## src/hdl/krsc_pkg.sv

```systemverilog
// Shared types and constants for the keyed record stream counter.
package krsc_pkg;

    localparam int unsigned SizeBytes = 6;

    localparam logic [15:0] KEY_LENGTH_RESET = 16'd32;

    localparam logic [1:0] EV_DATA   = 2'd0;
    localparam logic [1:0] EV_SPILL  = 2'd1;
    localparam logic [1:0] EV_TOTALS = 2'd2;

    // Register index of key_length on the configuration port.
    localparam logic REG_KEY_LENGTH = 1'b0;

    typedef enum logic [2:0] {
        PH_SIZE       = 3'd0,
        PH_BUCKET_LO  = 3'd1,
        PH_BUCKET_HI  = 3'd2,
        PH_SKIP_DATA  = 3'd3,
        PH_SKIP_SPILL = 3'd4
    } phase_t;

    typedef struct packed {
        logic [7:0] data_byte;
        logic       final_byte;
    } in_beat_t;

    typedef struct packed {
        logic [1:0]  event_kind;
        logic [47:0] record_size;
        logic [47:0] key_total;
        logic [47:0] spill_total;
        logic [62:0] payload_total;
        logic        truncated;
        logic [62:0] scanned_bytes;
        logic        last_of_run;
    } result_t;

    // Results caused by one byte: first always, second only when two is set.
    typedef struct packed {
        logic    two;
        result_t first;
        result_t second;
    } pair_t;

    typedef struct packed {
        logic  valid;
        pair_t pair;
    } run_t;

endpackage

```

## src/hdl/krsc_cfg.sv

```systemverilog
// APB register holding key_length.
module krsc_cfg (
    input  logic        clk,
    input  logic        rst_n,
    input  logic        psel,
    input  logic        penable,
    input  logic        pwrite,
    input  logic [2:0]  paddr,
    input  logic [31:0] pwdata,
    output logic [31:0] prdata,
    output logic        pready,
    output logic [15:0] key_length
);

    logic [15:0] key_length_reg;
    logic [15:0] key_length_next;
    logic        sel_key;

    assign sel_key = (paddr[2] == krsc_pkg::REG_KEY_LENGTH);
    assign pready  = 1'b1;

    always_comb
    begin
        key_length_next = key_length_reg;
        if (psel && penable && pwrite && sel_key)
        begin
            key_length_next = pwdata[15:0];
        end
    end

    always_ff @(posedge clk or negedge rst_n)
    begin
        if (!rst_n)
        begin
            key_length_reg <= krsc_pkg::KEY_LENGTH_RESET;
        end
        else
        begin
            key_length_reg <= key_length_next;
        end
    end

    assign prdata     = sel_key ? {16'd0, key_length_reg} : 32'd0;
    assign key_length = key_length_reg;

endmodule

```

## src/hdl/krsc_scan.sv

```systemverilog
// Record parser: scan state, counters and per-byte result generation.
module krsc_scan (
    input  logic               clk,
    input  logic               rst_n,
    input  logic               take,
    input  krsc_pkg::in_beat_t beat,
    input  logic [15:0]        key_length,
    output krsc_pkg::run_t     run
);

    krsc_pkg::phase_t phase_reg;
    krsc_pkg::phase_t phase_next;
    logic [2:0]  idx_reg;
    logic [2:0]  idx_next;
    logic [47:0] acc_reg;
    logic [47:0] acc_next;
    logic [48:0] skip_reg;
    logic [48:0] skip_next;
    logic [7:0]  low_reg;
    logic [7:0]  low_next;
    logic [47:0] key_cnt_reg;
    logic [47:0] key_cnt_next;
    logic [47:0] spill_cnt_reg;
    logic [47:0] spill_cnt_next;
    logic [62:0] payload_reg;
    logic [62:0] payload_next;
    logic [62:0] stop_reg;
    logic [62:0] stop_next;
    logic [62:0] pos_reg;
    logic [62:0] pos_next;

    logic [62:0] pos;
    logic [47:0] acc_shift;
    logic [15:0] bucket_len;
    logic [48:0] skip_dec;
    logic        size_end;
    logic        done;
    logic [1:0]  rec_kind;
    logic        trunc;
    krsc_pkg::result_t rec_res;
    krsc_pkg::result_t tot_res;

    assign pos        = pos_reg + 63'd1;
    assign acc_shift  = {acc_reg[39:0], beat.data_byte};
    assign bucket_len = {beat.data_byte, low_reg};
    assign skip_dec   = (skip_reg != 49'd0) ? skip_reg - 49'd1 : skip_reg;
    assign size_end   = (idx_reg >= 3'(krsc_pkg::SizeBytes - 1));

    // Next phase and record completion.
    always_comb
    begin
        phase_next = phase_reg;
        done       = 1'b0;
        rec_kind   = krsc_pkg::EV_DATA;
        case (phase_reg)
            krsc_pkg::PH_BUCKET_LO:
            begin
                phase_next = krsc_pkg::PH_BUCKET_HI;
            end
            krsc_pkg::PH_BUCKET_HI:
            begin
                if (bucket_len == 16'd0)
                begin
                    done       = 1'b1;
                    rec_kind   = krsc_pkg::EV_SPILL;
                    phase_next = krsc_pkg::PH_SIZE;
                end
                else
                begin
                    phase_next = krsc_pkg::PH_SKIP_SPILL;
                end
            end
            krsc_pkg::PH_SKIP_DATA,
            krsc_pkg::PH_SKIP_SPILL:
            begin
                if (skip_dec == 49'd0)
                begin
                    done       = 1'b1;
                    rec_kind   = (phase_reg == krsc_pkg::PH_SKIP_DATA) ?
                                 krsc_pkg::EV_DATA : krsc_pkg::EV_SPILL;
                    phase_next = krsc_pkg::PH_SIZE;
                end
            end
            default:
            begin
                phase_next = krsc_pkg::PH_SIZE;
                if (size_end)
                begin
                    phase_next = (acc_shift != 48'd0) ? krsc_pkg::PH_SKIP_DATA
                                                      : krsc_pkg::PH_BUCKET_LO;
                end
            end
        endcase
    end

    // Datapath next values.
    always_comb
    begin
        idx_next       = idx_reg;
        acc_next       = acc_reg;
        skip_next      = skip_reg;
        low_next       = low_reg;
        key_cnt_next   = key_cnt_reg;
        spill_cnt_next = spill_cnt_reg;
        payload_next   = payload_reg;
        stop_next      = stop_reg;
        pos_next       = pos;
        case (phase_reg)
            krsc_pkg::PH_BUCKET_LO:
            begin
                low_next = beat.data_byte;
            end
            krsc_pkg::PH_BUCKET_HI:
            begin
                acc_next  = {32'd0, bucket_len};
                stop_next = pos;
                if (bucket_len == 16'd0)
                begin
                    spill_cnt_next = spill_cnt_reg + 48'd1;
                end
                else
                begin
                    skip_next = {33'd0, bucket_len};
                end
            end
            krsc_pkg::PH_SKIP_DATA,
            krsc_pkg::PH_SKIP_SPILL:
            begin
                skip_next = skip_dec;
                if (skip_dec == 49'd0)
                begin
                    stop_next = pos;
                    if (phase_reg == krsc_pkg::PH_SKIP_DATA)
                    begin
                        key_cnt_next = key_cnt_reg + 48'd1;
                        payload_next = payload_reg + {15'd0, acc_reg};
                    end
                    else
                    begin
                        spill_cnt_next = spill_cnt_reg + 48'd1;
                    end
                end
            end
            default:
            begin
                acc_next = acc_shift;
                idx_next = idx_reg + 3'd1;
                if (size_end)
                begin
                    idx_next  = 3'd0;
                    stop_next = pos;
                    if (acc_shift != 48'd0)
                    begin
                        skip_next = {33'd0, key_length} + {1'b0, acc_shift};
                    end
                end
            end
        endcase
    end

    // Results for this byte, built from the updated counters.
    always_comb
    begin
        trunc = (phase_next != krsc_pkg::PH_SIZE);

        rec_res.event_kind    = rec_kind;
        rec_res.record_size   = acc_next;
        rec_res.key_total     = key_cnt_next;
        rec_res.spill_total   = spill_cnt_next;
        rec_res.payload_total = payload_next;
        rec_res.truncated     = 1'b0;
        rec_res.scanned_bytes = stop_next;
        rec_res.last_of_run   = !beat.final_byte;

        tot_res               = rec_res;
        tot_res.event_kind    = krsc_pkg::EV_TOTALS;
        tot_res.record_size   = 48'd0;
        tot_res.truncated     = trunc;
        tot_res.last_of_run   = 1'b1;

        run.valid       = take && (done || beat.final_byte);
        run.pair.two    = done && beat.final_byte;
        run.pair.first  = done ? rec_res : tot_res;
        run.pair.second = tot_res;
    end

    always_ff @(posedge clk or negedge rst_n)
    begin
        if (!rst_n)
        begin
            phase_reg     <= krsc_pkg::PH_SIZE;
            idx_reg       <= 3'd0;
            acc_reg       <= 48'd0;
            skip_reg      <= 49'd0;
            low_reg       <= 8'd0;
            key_cnt_reg   <= 48'd0;
            spill_cnt_reg <= 48'd0;
            payload_reg   <= 63'd0;
            stop_reg      <= 63'd0;
            pos_reg       <= 63'd0;
        end
        else if (take)
        begin
            if (beat.final_byte)
            begin
                // end of file: next byte starts a fresh scan
                phase_reg     <= krsc_pkg::PH_SIZE;
                idx_reg       <= 3'd0;
                acc_reg       <= 48'd0;
                skip_reg      <= 49'd0;
                low_reg       <= 8'd0;
                key_cnt_reg   <= 48'd0;
                spill_cnt_reg <= 48'd0;
                payload_reg   <= 63'd0;
                stop_reg      <= 63'd0;
                pos_reg       <= 63'd0;
            end
            else
            begin
                phase_reg     <= phase_next;
                idx_reg       <= idx_next;
                acc_reg       <= acc_next;
                skip_reg      <= skip_next;
                low_reg       <= low_next;
                key_cnt_reg   <= key_cnt_next;
                spill_cnt_reg <= spill_cnt_next;
                payload_reg   <= payload_next;
                stop_reg      <= stop_next;
                pos_reg       <= pos_next;
            end
        end
    end

endmodule

```

## src/hdl/krsc_obuf.sv

```systemverilog
// Two-entry result buffer; each entry holds the one or two results of a byte.
module krsc_obuf (
    input  logic              clk,
    input  logic              rst_n,
    input  krsc_pkg::run_t    run,
    output logic              full,
    output logic              result_valid,
    input  logic              result_stall,
    output krsc_pkg::result_t result_beat
);

    krsc_pkg::pair_t entry_reg [2];
    logic       wr_ptr_reg;
    logic       wr_ptr_next;
    logic       rd_ptr_reg;
    logic       rd_ptr_next;
    logic [1:0] count_reg;
    logic [1:0] count_next;
    logic       sub_reg;
    logic       sub_next;

    krsc_pkg::pair_t head;
    logic pop_beat;
    logic pop_entry;

    assign head         = entry_reg[rd_ptr_reg];
    assign full         = (count_reg == 2'd2);
    assign result_valid = (count_reg != 2'd0);
    assign result_beat  = sub_reg ? head.second : head.first;
    assign pop_beat     = result_valid && !result_stall;
    assign pop_entry    = pop_beat && (sub_reg || !head.two);

    always_comb
    begin
        wr_ptr_next = wr_ptr_reg;
        rd_ptr_next = rd_ptr_reg;
        count_next  = count_reg;
        sub_next    = sub_reg;
        if (run.valid)
        begin
            wr_ptr_next = !wr_ptr_reg;
        end
        if (pop_entry)
        begin
            rd_ptr_next = !rd_ptr_reg;
            sub_next    = 1'b0;
        end
        else if (pop_beat)
        begin
            sub_next = 1'b1;
        end
        case ({run.valid, pop_entry})
            2'b10:   count_next = count_reg + 2'd1;
            2'b01:   count_next = count_reg - 2'd1;
            default: count_next = count_reg;
        endcase
    end

    always_ff @(posedge clk)
    begin
        if (run.valid)
        begin
            entry_reg[wr_ptr_reg] <= run.pair;
        end
    end

    always_ff @(posedge clk or negedge rst_n)
    begin
        if (!rst_n)
        begin
            wr_ptr_reg <= 1'b0;
            rd_ptr_reg <= 1'b0;
            count_reg  <= 2'd0;
            sub_reg    <= 1'b0;
        end
        else
        begin
            wr_ptr_reg <= wr_ptr_next;
            rd_ptr_reg <= rd_ptr_next;
            count_reg  <= count_next;
            sub_reg    <= sub_next;
        end
    end

endmodule

```

## src/hdl/keyed_record_stream_counter.sv

```systemverilog
// A result is registered into the output buffer when the byte that causes it is taken.
// Throughput: one byte per cycle; a byte that ends a record on the final byte gives
// two result beats, and the byte input stalls while both buffer entries are held.
// The record parser registers its scan state as each byte is taken; the output buffer holds two bytes' results.
// Reset: scan state and all counters clear at once, key_length returns to 32.
module keyed_record_stream_counter (
    input  logic               clk,
    input  logic               rst_n,
    input  logic               byte_valid,
    output logic               byte_stall,
    input  krsc_pkg::in_beat_t byte_beat,
    output logic               result_valid,
    input  logic               result_stall,
    output krsc_pkg::result_t  result_beat,
    input  logic               psel,
    input  logic               penable,
    input  logic               pwrite,
    input  logic [2:0]         paddr,
    input  logic [31:0]        pwdata,
    output logic [31:0]        prdata,
    output logic               pready
);

    logic           take;
    logic           buf_full;
    logic [15:0]    key_length;
    krsc_pkg::run_t run;

    assign byte_stall = buf_full;
    assign take       = byte_valid && !buf_full;

    krsc_cfg u_cfg (
        .clk        (clk),
        .rst_n      (rst_n),
        .psel       (psel),
        .penable    (penable),
        .pwrite     (pwrite),
        .paddr      (paddr),
        .pwdata     (pwdata),
        .prdata     (prdata),
        .pready     (pready),
        .key_length (key_length)
    );

    krsc_scan u_scan (
        .clk        (clk),
        .rst_n      (rst_n),
        .take       (take),
        .beat       (byte_beat),
        .key_length (key_length),
        .run        (run)
    );

    krsc_obuf u_obuf (
        .clk          (clk),
        .rst_n        (rst_n),
        .run          (run),
        .full         (buf_full),
        .result_valid (result_valid),
        .result_stall (result_stall),
        .result_beat  (result_beat)
    );

    // a final byte always produces at least the totals result
    a_final_runs: assert property (@(posedge clk) disable iff (!rst_n)
        take && byte_beat.final_byte |-> run.valid)
        else $error("final byte produced no results");

    a_pair_order: assert property (@(posedge clk) disable iff (!rst_n)
        run.valid && run.pair.two |->
            run.pair.second.event_kind == krsc_pkg::EV_TOTALS
            && run.pair.first.event_kind != krsc_pkg::EV_TOTALS)
        else $error("record and totals results out of order");

    a_totals_shape: assert property (@(posedge clk) disable iff (!rst_n)
        result_valid && result_beat.event_kind == krsc_pkg::EV_TOTALS |->
            result_beat.last_of_run && result_beat.record_size == 48'd0)
        else $error("malformed totals result");

    a_record_untrunc: assert property (@(posedge clk) disable iff (!rst_n)
        result_valid && result_beat.event_kind != krsc_pkg::EV_TOTALS |->
            !result_beat.truncated)
        else $error("record result flagged truncated");

endmodule
```

## config.mk

```make
export PLATFORM = sky130hd
export DESIGN_NAME = keyed_record_stream_counter
export DESIGN_NICKNAME = d
export VERILOG_FILES = /design/src/hdl/krsc_pkg.sv /design/src/hdl/krsc_cfg.sv /design/src/hdl/krsc_scan.sv /design/src/hdl/krsc_obuf.sv /design/src/hdl/keyed_record_stream_counter.sv
export SDC_FILE = /design/constraint.sdc
export NUM_CORES = 2
export LEC_CHECK = 0
export BUFFER_PORTS_ARGS = -buffer_cell sky130_fd_sc_hd__buf_4
export CORE_ASPECT_RATIO = 1.1
export CORE_MARGIN = 1.5
export CORE_UTILIZATION = 50
export DETAILED_ROUTE_END_ITERATION = 10
export PLACE_DENSITY_LB_ADDON = 0.12
export SYNTH_ARGS = -nofsm -noshare
export SYNTH_HDL_FRONTEND = slang
export SYNTH_HIERARCHICAL = 1
export SYNTH_SLANG_ARGS = --single-unit
```

## constraint.sdc

```tcl
create_clock -name clk -period 37.8 [get_ports clk]
set_input_delay 7.56 -clock clk [delete_from_list [all_inputs] [get_ports clk]]
set_output_delay 7.56 -clock clk [all_outputs]
set_load 0.01 [all_outputs]
```

==> results.toml <==
[placement]
placedInstanceArea_um2 = 73200
place.gp.congestion = 0.905
io_buffer_count = 324
dp_hpwl_mm = 107

[final_layout]
layout.nets = 5355
largest_reg_flops = 1098
finalCoreUtilization_pct = 55.3
drive_above_1_share_pct = 17.3
fill_cells = 11500
diodes = 0
syn2layout_area_growth_pct = 10.1
multi_input_area_um2 = 24100
final_area_um2 = 78300
regArea_um2 = 43400

[routing]
via_per_inst = 5.95
wl_mm = 166
antenna_left = 0
drc = 0
dr.pass1.iters = 6
drt-initial-drc-count = 3854
wire_per_inst_um = 22.9
vias = 43300

[clock_tree]
postCtsSetupBuffers = 0
cts_htree_levels = 4
cts_root_buf = "clkbuf_16"
cts_tree = "built"
postCtsHoldBufs = 0
path_clk_slew_ns = 0.06
clock_path_buffers = 3
cts-buffers-inserted = 158
clock_latency_ns = 0.80
cts-resized-gates = 0
cts.sinks = 1515

[yosys]
muxShareOfSynthArea_pct = 9.61
ys_top_cells_by_area = "edfxtp_1, dfrtp_1, mux4_2"
synth-compound-area-share_pct = 10.6
yosysSeqAreaShare_pct = 61.0
yosysWarnings = 6
syn_inst = 5232
yosysTopAreaCellShare_pct = 46.3
synth_area_um2 = 71100
synthArstFlopShare_pct = 27.5
syn_area_per_cell_um2 = 13.6
synth_flop_cell = "edfxtp_1"
synth_edf_count = 1098
yosys.area_share.simple_pct = 8.37
synthAdderAreaFrac_pct = 1.32
synth_top_family_by_area = "compound AO/OA/AOI/OAI gates"
ys_ff_latch = 1515
synth_top_area_cell = "edfxtp_1"
yosysUniqueCellTypes = 95
yosys.area_share.xor_xnor_pct = 3.48

[die]
row_count = 145
initial_core_util_pct = 50.2
die_height_um = 399
io_pins = 360
die_x_um = 363
design.die.area_um2 = 145000
design.core.area_um2 = 142000

[power_and_ir_drop]
switchingPower_uw = 1800
p_leak_uw = 0.0294
p_per_area_nw_per_um2 = 69.0
p_seq_share_pct = 39.7
pwr-share-clk_pct = 28.5
p_int_uw = 3610
finalPower_uw = 5410
swShare_pct = 33.2
irDropWorstVdd_mv = 0.0640
p_comb_share_pct = 31.9

[worst_setup_path]
critical_path_class = "in -> out"
start_kind = "input port"
crit_required_ns = 30.24
end_kind = "output port"
arrival_ns = 8.07
critPathMaxFanout = 17

[job]
cap_violations = 0

[sta]
fin_tns_setup_ns = 0
hold_viol = 0
finalMaxSlewViolations = 0
grt_setup_unrepaired = "no"
fmax_mhz = 64.0
finalSetupViolations = 0
tightest_slew_ns = 1.30
relSlewSlack_pct = 12.2
fin_skew_ns = 0.0279
layout_min_cycle_time_ns = 15.63
fin_crit_sh_pct = 41.4

[grt]
grt_overflow = 0
grt_pass1_wl_mm = 257
track_usage_pct = 23.0
antenna_found_initial = 4
grt_max_degree = 173
first_global_vias = 42400

[run_status]
status = "finished clean"

[min_path]
min_path_type = "reg -> reg"
[worst max-delay path, stage by stage]
cell and delay [ns]:
buf_4 0.17, and2b_1 0.20, buf_4 0.14
[metrics by stage]
stage	hold WS [ns]	cells	worst slack (ns)
final	0.483	7277	22.17
after global routing	0.503	7277	22.13
after CTS	0.484	7277	22.16
after detailed placement	0.471	6981	22.16
after global placement	0.462	6981	22.18
after floorplan	0.444	5296	4.30
[power by group through the flow]
stage               Clock [uW]  Sequential, uW  Combinational [uW]
floorplan                    0            2220                1200
finish                    1540            2140                1720
global placement             0            2170                1730
global route              1650            2160                1860
detailed placement           0            2180                1740
CTS                       1580            2150                1740
[placed cells by master, fill, tap and decap left out, types with 16 or more instances in the layout]
cell and instances:
edfxtp_1 1098, dfrtp_1 412, nand2_1 394, buf_4 383
nor2_1 311, o21ai_0 309, mux4_2 203, xnor2_1 178
a21oi_1 176, clkbuf_16 160, nand3_1 110, a22o_1 107
xor2_1 104, o31ai_1 99, a22oi_1 87, inv_1 76
ha_1 72, mux4_1 71, conb_1 68, and3_1 63
nor3_1 62, o2bb2ai_1 52, nand4_1 51, a21o_1 48
nor4_1 43, clkbuf_1 42, o22ai_1 42, a31oi_1 37
clkinv_2 29, a221oi_1 28, and2_1 23, o21ai_1 23
or3_1 22, o211ai_1 20, clkinv_1 17, nor2b_1 17
a211oi_1 17, mux2_2 16
[routing by layer]
| layer | global-route usage [%] | routed length (um) | vias to the layer above |
|---|---|---|---|
| li1 | - | - | 19800 |
| met1 | 32.2 | 72600 | 22100 |
| met2 | 37.2 | 80700 | 1216 |
| met3 | 4.22 | 9330 | 243 |
| met4 | 6.07 | 3660 | 8 |
| met5 | 0 | 52 | - |
[path summary, 6_finish.rpt]
check                                         start                       end  slack, ns  cells after the start
worst max-delay path                       paddr[2]                 prdata[3]      22.17                      3
worst min-delay path            u_scan/stop_reg[10]       u_scan/stop_reg[10]       0.48                      2
worst max register to register   u_scan/skip_reg[9]  u_obuf/entry_reg[0][519]      29.16                     17
worst min register to register  u_scan/stop_reg[10]       u_scan/stop_reg[10]       0.48                      2
max in group asynchronous                     rst_n       u_scan/skip_reg[10]      28.78                      3
min in group asynchronous                     rst_n    u_scan/key_cnt_reg[45]       6.84                      1
[logic make-up after synthesis]
kind of cell / Yosys count
xor+xnor: 283
other cells: 4
compound gates: 1139
fa+ha+maj: 74
simple gates: 1216
mux: 307
flops: 1515
buf+inv: 694
[cell usage after synthesis, drive strengths merged, types with 22 or more instances]
| master | count |
|---|---|
| edfxtp | 1098 |
| dfrtp | 416 |
| nand2 | 398 |
| buf | 394 |
| o21ai | 334 |
| nor2 | 318 |
| mux4 | 274 |
| clkbuf | 222 |
| xnor2 | 179 |
| a21oi | 177 |
| nand3 | 112 |
| a22o | 107 |
| xor2 | 104 |
| o31ai | 100 |
| a22oi | 87 |
| inv | 78 |
| ha | 72 |
| nor3 | 70 |
| and3 | 63 |
| nand4 | 52 |
| o2bb2ai | 52 |
| nor4 | 51 |
| a21o | 48 |
| o22ai | 42 |
| a31oi | 37 |
| a221oi | 28 |
| and2 | 26 |
| mux2 | 26 |
| or3 | 22 |
[area by class of cell]
| class | count | share of cell area (%) |
|---|---|---|
| inverters | 78 | 0.380 |
| clock buffers | 207 | 5.40 |
| flip-flops and latches | 1515 | 55.4 |
| clock inverters | 89 | 1.17 |
| well taps | 1911 | 3.05 |
| multi-input cells | 3087 | 30.8 |
| repair buffers | 390 | 3.83 |
Note: power is estimated with default switching activity, not from simulation.
